### config.mk
export PLATFORM = sky130hd
export DESIGN_NAME = ir_distance_interpolator_unit
export DESIGN_NICKNAME = d
export VERILOG_FILES = /design/src/rtl/core/idi_pkg.sv /design/src/rtl/core/idi_front.sv /design/src/rtl/core/idi_queue.sv /design/src/rtl/core/idi_back.sv /design/src/rtl/core/ir_distance_interpolator_unit.sv
export SDC_FILE = /design/constraint.sdc
export NUM_CORES = 1
export LEC_CHECK = 0
export BUFFER_PORTS_ARGS = -buffer_cell sky130_fd_sc_hd__buf_2
export CORE_MARGIN = 2
export CORE_UTILIZATION = 65
export DETAILED_ROUTE_END_ITERATION = 7
export PLACE_DENSITY = 0.85
export REMOVE_ABC_BUFFERS = 1
export SKIP_CTS_REPAIR_TIMING = 1
export SYNTH_ARGS = -nofsm -noshare
export SYNTH_HDL_FRONTEND = slang
export SYNTH_HIERARCHICAL = 1
export SYNTH_SLANG_ARGS = --single-unit
export TNS_END_PERCENT = 30
### constraint.sdc
create_clock -name aclk -period 22.3 [get_ports aclk]
set_input_delay 2.23 -clock aclk [delete_from_list [all_inputs] [get_ports aclk]]
set_output_delay 2.23 -clock aclk [all_outputs]
set_load 0.01 [all_outputs]
### src/rtl/core/idi_pkg.sv
// Shared types, constants and table functions for the IR distance interpolator.
// Used by every module under rtl/core; depends on nothing else.

package idi_pkg;

    localparam int TABLE_SEGS       = 14;
    localparam int DEFAULT_SEGMENTS = 14;
    localparam int BASE_CM          = 10;
    localparam int STEP_CM          = 5;
    localparam int MIN_CM           = BASE_CM;
    localparam int MAX_CM           = BASE_CM + STEP_CM * TABLE_SEGS;

    localparam int CODE_W = 8;
    localparam int DIST_W = 7;
    localparam int VOLT_W = 9;
    localparam int DIFF_W = 7;
    localparam int SEG_W  = 4;
    localparam int FRAC_W = 3;
    localparam int NUM_W  = 9;

    localparam int QUEUE_DEPTH = 2;
    localparam int QPTR_W      = $clog2(QUEUE_DEPTH);
    localparam int QCNT_W      = $clog2(QUEUE_DEPTH + 1);

    // One classified transaction waiting for the interpolation stage.
    typedef struct packed {
        logic [SEG_W-1:0]  seg;
        logic [DIST_W-1:0] base_cm;
        logic [DIFF_W-1:0] diff;
    } idi_entry_t;

    // Table point voltages in centivolts, strictly falling.
    function automatic logic [VOLT_W-1:0] volt_cv(input logic [SEG_W-1:0] k);
        logic [VOLT_W-1:0] v;
        unique case (k)
            4'd0:    v = 9'd230;
            4'd1:    v = 9'd165;
            4'd2:    v = 9'd130;
            4'd3:    v = 9'd98;
            4'd4:    v = 9'd90;
            4'd5:    v = 9'd85;
            4'd6:    v = 9'd73;
            4'd7:    v = 9'd68;
            4'd8:    v = 9'd60;
            4'd9:    v = 9'd56;
            4'd10:   v = 9'd50;
            4'd11:   v = 9'd48;
            4'd12:   v = 9'd45;
            4'd13:   v = 9'd43;
            4'd14:   v = 9'd40;
            default: v = 9'd40;
        endcase
        return v;
    endfunction

    // Distance of table point k.
    function automatic logic [DIST_W-1:0] point_cm(input logic [SEG_W-1:0] k);
        logic [DIST_W-1:0] d;
        d = DIST_W'(BASE_CM) + DIST_W'(STEP_CM) * DIST_W'(k);
        return d;
    endfunction

endpackage

### src/rtl/core/idi_front.sv
// Front end: turns a converter code into a voltage and picks its table segment.
// Depends on idi_pkg.

module idi_front #(
    parameter int SEGMENTS = idi_pkg::DEFAULT_SEGMENTS
) (
    input  logic [idi_pkg::CODE_W-1:0] adc_code,
    output idi_pkg::idi_entry_t        entry
);
    import idi_pkg::*;

    localparam int USED = (SEGMENTS > TABLE_SEGS) ? TABLE_SEGS : SEGMENTS;

    logic [VOLT_W-1:0]     volt;
    logic [TABLE_SEGS-1:0] hit;

    // 0.02 V per code step, so the voltage in centivolts is twice the code.
    assign volt = {adc_code, 1'b0};

    always_comb begin
        for (int k = 0; k < TABLE_SEGS; k++) begin
            hit[k] = (k < USED) && (volt <= volt_cv(SEG_W'(k)))
                     && (volt >= volt_cv(SEG_W'(k + 1)));
        end
    end

    always_comb begin
        // Out-of-range voltages clamp to an end point with no fractional step.
        entry.seg  = '0;
        entry.diff = '0;
        if (volt > volt_cv('0)) begin
            entry.base_cm = point_cm('0);
        end else begin
            entry.base_cm = point_cm(SEG_W'(USED));
        end
        // Walk downward so the earliest matching segment wins on a shared point.
        for (int k = TABLE_SEGS - 1; k >= 0; k--) begin
            if (hit[k]) begin
                entry.seg     = SEG_W'(k);
                entry.base_cm = point_cm(SEG_W'(k));
                entry.diff    = DIFF_W'(volt_cv(SEG_W'(k)) - volt);
            end
        end
    end

endmodule

### src/rtl/core/idi_queue.sv
// Short queue that decouples the classifier from the interpolation stage.
// Depends on idi_pkg.

module idi_queue (
    input  logic                aclk,
    input  logic                aresetn,
    input  logic                push_valid,
    output logic                push_ready,
    input  idi_pkg::idi_entry_t push_entry,
    output logic                pop_valid,
    input  logic                pop_ready,
    output idi_pkg::idi_entry_t pop_entry
);
    import idi_pkg::*;

    idi_entry_t        mem_reg [QUEUE_DEPTH];
    logic [QPTR_W-1:0] wr_ptr_reg, wr_ptr_next;
    logic [QPTR_W-1:0] rd_ptr_reg, rd_ptr_next;
    logic [QCNT_W-1:0] count_reg, count_next;
    logic              do_push;
    logic              do_pop;

    assign push_ready = (count_reg != QCNT_W'(QUEUE_DEPTH));
    assign pop_valid  = (count_reg != '0);
    assign pop_entry  = mem_reg[rd_ptr_reg];
    assign do_push    = push_valid && push_ready;
    assign do_pop     = pop_valid && pop_ready;

    always_comb begin
        wr_ptr_next = wr_ptr_reg;
        rd_ptr_next = rd_ptr_reg;
        count_next  = count_reg;
        if (do_push) begin
            wr_ptr_next = (wr_ptr_reg == QPTR_W'(QUEUE_DEPTH - 1)) ? '0 : wr_ptr_reg + 1'b1;
        end
        if (do_pop) begin
            rd_ptr_next = (rd_ptr_reg == QPTR_W'(QUEUE_DEPTH - 1)) ? '0 : rd_ptr_reg + 1'b1;
        end
        if (do_push && !do_pop) begin
            count_next = count_reg + 1'b1;
        end else if (do_pop && !do_push) begin
            count_next = count_reg - 1'b1;
        end
    end

    always_ff @(posedge aclk) begin
        if (!aresetn) begin
            wr_ptr_reg <= '0;
            rd_ptr_reg <= '0;
            count_reg  <= '0;
        end else begin
            wr_ptr_reg <= wr_ptr_next;
            rd_ptr_reg <= rd_ptr_next;
            count_reg  <= count_next;
        end
    end

    always_ff @(posedge aclk) begin
        if (do_push) begin
            mem_reg[wr_ptr_reg] <= push_entry;
        end
    end

endmodule

### src/rtl/core/idi_back.sv
// Back end: interpolates inside the chosen segment and holds the result register.
// Depends on idi_pkg.

module idi_back (
    input  logic                       aclk,
    input  logic                       aresetn,
    input  logic                       in_valid,
    output logic                       in_ready,
    input  idi_pkg::idi_entry_t        in_entry,
    output logic                       m_valid,
    input  logic                       m_ready,
    output logic [idi_pkg::DIST_W-1:0] m_distance_cm
);
    import idi_pkg::*;

    logic [DIFF_W-1:0] span;
    logic [NUM_W-1:0]  num;
    logic [FRAC_W-1:0] frac;
    logic [DIST_W-1:0] dist_cm;
    logic              valid_reg, valid_next;
    logic [DIST_W-1:0] dist_reg;

    assign span = DIFF_W'(volt_cv(in_entry.seg) - volt_cv(in_entry.seg + 1'b1));
    assign num  = NUM_W'(STEP_CM) * NUM_W'(in_entry.diff);

    // floor(5 * diff / span) is the number of multiples of span that num reaches.
    always_comb begin
        frac = '0;
        for (int j = 1; j <= STEP_CM; j++) begin
            if (num >= NUM_W'(j) * NUM_W'(span)) begin
                frac = frac + 1'b1;
            end
        end
    end

    assign dist_cm  = in_entry.base_cm + DIST_W'(frac);
    assign in_ready = !valid_reg || m_ready;

    always_comb begin
        valid_next = valid_reg;
        if (in_ready) begin
            valid_next = in_valid;
        end
    end

    always_ff @(posedge aclk) begin
        if (!aresetn) begin
            valid_reg <= 1'b0;
        end else begin
            valid_reg <= valid_next;
        end
    end

    always_ff @(posedge aclk) begin
        if (in_valid && in_ready) begin
            dist_reg <= dist_cm;
        end
    end

    assign m_valid       = valid_reg;
    assign m_distance_cm = dist_reg;

endmodule

### src/rtl/core/ir_distance_interpolator_unit.sv
// Top level of the IR distance interpolator: classifier, queue and interpolation stage.
// Depends on idi_pkg, idi_front, idi_queue and idi_back.

// Converts each 8-bit IR sensor sample into a distance of 10 to 80 cm by linear
// interpolation over a fixed 15-point voltage table, floored, clamped at both ends.
// The block takes one transaction per cycle while the queue has room. An accepted
// input is held in the two-entry queue behind the classifier and its result then in
// the output register. The queue lets the input keep flowing while a result
// waits to be taken; SEGMENTS limits how many table segments are used.

module ir_distance_interpolator_unit #(
    parameter int SEGMENTS = idi_pkg::DEFAULT_SEGMENTS
) (
    input  logic                       aclk,
    input  logic                       aresetn,
    input  logic                       s_valid,
    output logic                       s_ready,
    input  logic [idi_pkg::CODE_W-1:0] s_adc_code,
    output logic                       m_valid,
    input  logic                       m_ready,
    output logic [idi_pkg::DIST_W-1:0] m_distance_cm
);
    import idi_pkg::*;

    idi_entry_t front_entry;
    idi_entry_t q_entry;
    logic       q_valid;
    logic       q_ready;

    idi_front #(
        .SEGMENTS (SEGMENTS)
    ) u_front (
        .adc_code (s_adc_code),
        .entry    (front_entry)
    );

    idi_queue u_queue (
        .aclk       (aclk),
        .aresetn    (aresetn),
        .push_valid (s_valid),
        .push_ready (s_ready),
        .push_entry (front_entry),
        .pop_valid  (q_valid),
        .pop_ready  (q_ready),
        .pop_entry  (q_entry)
    );

    idi_back u_back (
        .aclk          (aclk),
        .aresetn       (aresetn),
        .in_valid      (q_valid),
        .in_ready      (q_ready),
        .in_entry      (q_entry),
        .m_valid       (m_valid),
        .m_ready       (m_ready),
        .m_distance_cm (m_distance_cm)
    );

    // A presented result always lies inside the table's distance range.
    a_dist_range: assert property (@(posedge aclk) disable iff (!aresetn)
        m_valid |-> (m_distance_cm >= DIST_W'(MIN_CM) && m_distance_cm <= DIST_W'(MAX_CM)))
        else $error("distance out of range");

    // The input only stalls when the queue holds transactions.
    a_stall_has_work: assert property (@(posedge aclk) disable iff (!aresetn)
        !s_ready |-> q_valid)
        else $error("input stalled with empty queue");

    // A queued transaction moves on whenever the output register is free.
    a_queue_drains: assert property (@(posedge aclk) disable iff (!aresetn)
        (q_valid && !m_valid) |=> m_valid)
        else $error("queue did not drain into free output register");

endmodule

==> results.yml <==
detailed_routing:
  route.detailed.drc: 0
  ant_nets: 0
  first_pass_iters: 5
  detail_route.iter0.violations: 351
  routed_wl_um: 15800
  detail_route.wl_per_cell_um: 18.7
  vias_per_cell: 6.59
  num_vias: 5559
flow_run:
  maxcap_viol_count: 0
global_routing:
  grt_usage_pct: 31.1
  antenna_violations_before_repair: 0
  grt_overflow_total: 0
  met1_usage_pct: 36.5
  grt_max_degree: 30
  grt_pass1_wl_um: 25600
  use_met3_pct: 4.24
  first_global_vias: 5329
  grt_busiest_layer: "met2"
  global_route.usage.met2_pct: 53.6
setup_path:
  r2r.worst_path.cells: 31
  critical_path_class: "reg2reg"
  setup.reg_to_reg.worst_slack_ps: 13540
  critical_path.max_fanout: 18
  critical_path.startpoint_type: "flip-flop"
  endpoint_required_time_on_the_critical_path_ps: 22370
  worstSetupEndpointType: "flip-flop"
  timing.critical_path.arrival_ps: 8820
  timing.critical_path.mode_cell: "ha_1"
  crit-reg2reg-capture: "u_back/m_distance_cm[6]"
  crit_path_top_delay_cell: "dfxtp_1"
  critical-path-max-stage-delay_ps: 830
timing:
  setup_clock_skew_after_layout_ps: 12.4
  setup_violations: 0
  setup_total_negative_slack_ps: 0
  timing.final.crit_share_pct: 39.3
  relSlewSlack_pct: 27.8
  worst_slew_pin_slew_ps: 1070
  drv_slew: 0
  period_needed_ps: 8760
  rsz0062_at_grt: "no"
  report.final.hold_viol_count: 0
  max_freq_ghz: 0.114
logic_synthesis:
  synth-warning-count: 6
  synth_top_cells_by_area: "edfxtp_1 21%, ha_1 18%, xnor2_1 4.5%"
  yosysTopAreaCell: "edfxtp_1"
  postSynthRegisterBits: 49
  async_flop_share_pct: 0
  synth.lib_cells_used.distinct: 86
  most_used_flip_flop_cell_after_synthesis: "edfxtp_1"
  synth-edff-count: 43
  compound_cell_area_share_of_the_yosys_netlist_pct: 23.7
  synth_area_um2: 6240
  sequential_fraction_of_the_synthesis_area_pct: 22.6
  post_synth_and_or_nand_nor_area_fraction_pct: 16.1
  netlist_instances: 717
  synth.mux.area_fraction_pct: 4.47
  post_synth_fa_ha_maj_area_fraction_pct: 20.8
  synth_area_per_inst_um2: 8.71
  synth_top_area_share_pct: 20.7
  xor_xnor_fraction_of_synth_area_pct: 7.43
  synth_top_family_by_area: "compound AO/OA/AOI/OAI gates"
cts:
  clock-root-buffer: "clkbuf_8"
  tritoncts: "built"
  clock-sinks: 49
  h_tree_depth: 2
  clkSlewWorstSetupHoldPaths_ps: 100
  clk-insertion-delay-late_ps: 300
  cts_max_path_buffers: 2
  cts_inserted_buffers: 5
final_layout:
  footprint_of_the_multi_input_gates_um2: 4530
  final_common_cell: "ha_1"
  largest_reg_flops: 36
  diodes: 0
  layout_nets: 821
  final.fill_count: 740
  drive_gt1_share_pct: 10.6
  area.sequential_um2: 1410
  synthToLayoutAreaGrowth_pct: 3.67
  layout.cells.most_common_list: "91 x ha_1, 59 x nand2_1, 51 x o21ai_0, 51 x a21oi_1, 43 x edfxtp_1"
hold_path:
  min_delay_worst_endpoint: "u_back/m_valid"
  timing.hold.worst.class: "reg2reg"
  hold-path-cell-count: 2
  start_point_of_the_worst_hold_path: "u_back/m_valid"
floorplanning:
  fp.dieH_um: 102
  rows: 35
  floorplan.die_area_um2: 10400
  floorplan.die.width_um: 102
  core-area_um2: 9280
  design.portCount: 21
  initial_core_utilization_pct: 67.3
place:
  portBuffers: 20
  post-dp-hpwl_um: 12000
  gpl_wtd_cong: 1.07
run_status:
  status: "finished, final reports clean"
==> cells by family (layout without fill, tap and decap cells) <==
logic type	Yosys count	after routing
AOI/OAI and AO/OA	213	213
and+or+nand+nor	199	199
adders and majority gates	102	102
buffers and inverters	76	73
xor gates and xnor gates	53	53
DFF	49	49
muxes	25	25
==> how the worst max path moves through the flow <==
| stage | cells after the start | slack (ps) | to | from |
|---|---|---|---|---|
| after floorplan | 31 | 14470 | u_back/m_distance_cm[6] | flip-flop |
| after global placement | 31 | 13930 | u_back/m_distance_cm[6] | flip-flop |
| after CTS | 31 | 13570 | u_back/m_distance_cm[6] | flip-flop |
| after global routing | 31 | 12940 | u_back/m_distance_cm[6] | flip-flop |
| after detailed placement | 31 | 13600 | u_back/m_distance_cm[6] | flip-flop |
| final | 31 | 13540 | u_back/m_distance_cm[6] | flip-flop |
==> worst max-delay path, delay by kind of cell (launching register included) <==
| kind | cells | cell delay, ps |
|---|---|---|
| and+or+nand+nor | 7 | 880 |
| AOI/OAI and AO/OA | 8 | 1990 |
| DFF | 1 | 830 |
| adders and majority gates | 8 | 2680 |
| xor gates and xnor gates | 3 | 570 |
| muxes | 4 | 1370 |
| buffers and inverters | 1 | 180 |
==> stage by stage <==
step / hold WS (ps) / setup WS [ps] / cell area (um2) / cells / util [%]
2_1_floorplan: 512 / 14470 / 6110 / 685 / -
3_3_place_gp: 505 / 13930 / 6380 / 835 / 68.7
3_5_place_dp: 521 / 13600 / 6380 / 835 / 68.7
4_1_cts: 534 / 13570 / 6470 / 843 / 69.7
5_1_grt: 576 / 12940 / 6470 / 843 / 69.7
6_report: 529 / 13540 / 6470 / 843 / 69.7
==> routing by layer <==
| layer | share of wire (%) | up-vias |
|---|---|---|
| met5 | 0 | - |
| met4 | 6.2 | 0 |
| met3 | 5.6 | 81 |
| met2 | 48 | 255 |
| met1 | 40 | 2591 |
| li1 | - | 2632 |
==> cell type report <==
class	count	share of cell area, %
multi-input combinational	592	70.0
timing repair buffer	21	1.66
clock inverter	3	0.406
sequential	49	21.8
tap	129	2.49
clock buffer	5	1.06
inverter	44	2.55
==> synth_stat cells, types with 3 or more instances <==
| library cell | instances |
|---|---|
| a211o_1 | 5 |
| a211oi_1 | 8 |
| a21bo_2 | 4 |
| a21boi_0 | 5 |
| a21o_1 | 9 |
| a21o_2 | 3 |
| a21oi_1 | 51 |
| a221o_1 | 3 |
| a22oi_1 | 3 |
| a311oi_1 | 5 |
| a31oi_1 | 3 |
| and2_1 | 9 |
| and3_1 | 6 |
| buf_2 | 5 |
| clkbuf_1 | 22 |
| dfxtp_1 | 6 |
| edfxtp_1 | 43 |
| fa_1 | 5 |
| ha_1 | 91 |
| inv_1 | 41 |
| maj3_1 | 4 |
| mux2_2 | 19 |
| mux2i_1 | 5 |
| nand2_1 | 59 |
| nand2b_1 | 14 |
| nand3_1 | 14 |
| nand4_1 | 5 |
| nor2_1 | 42 |
| nor2b_1 | 10 |
| nor3_1 | 13 |
| nor4_1 | 3 |
| o2111ai_1 | 4 |
| o211a_1 | 4 |
| o211ai_1 | 9 |
| o21ai_0 | 51 |
| o21ai_1 | 3 |
| o21bai_1 | 4 |
| o221ai_1 | 3 |
| o22ai_1 | 3 |
| o311ai_0 | 4 |
| o31ai_1 | 4 |
| or3_1 | 7 |
| xnor2_1 | 32 |
| xor2_1 | 21 |
Power is left out: the tool's default activity adds up to more than one toggle a clock period on the data nets, which glitch-free logic cannot reach.
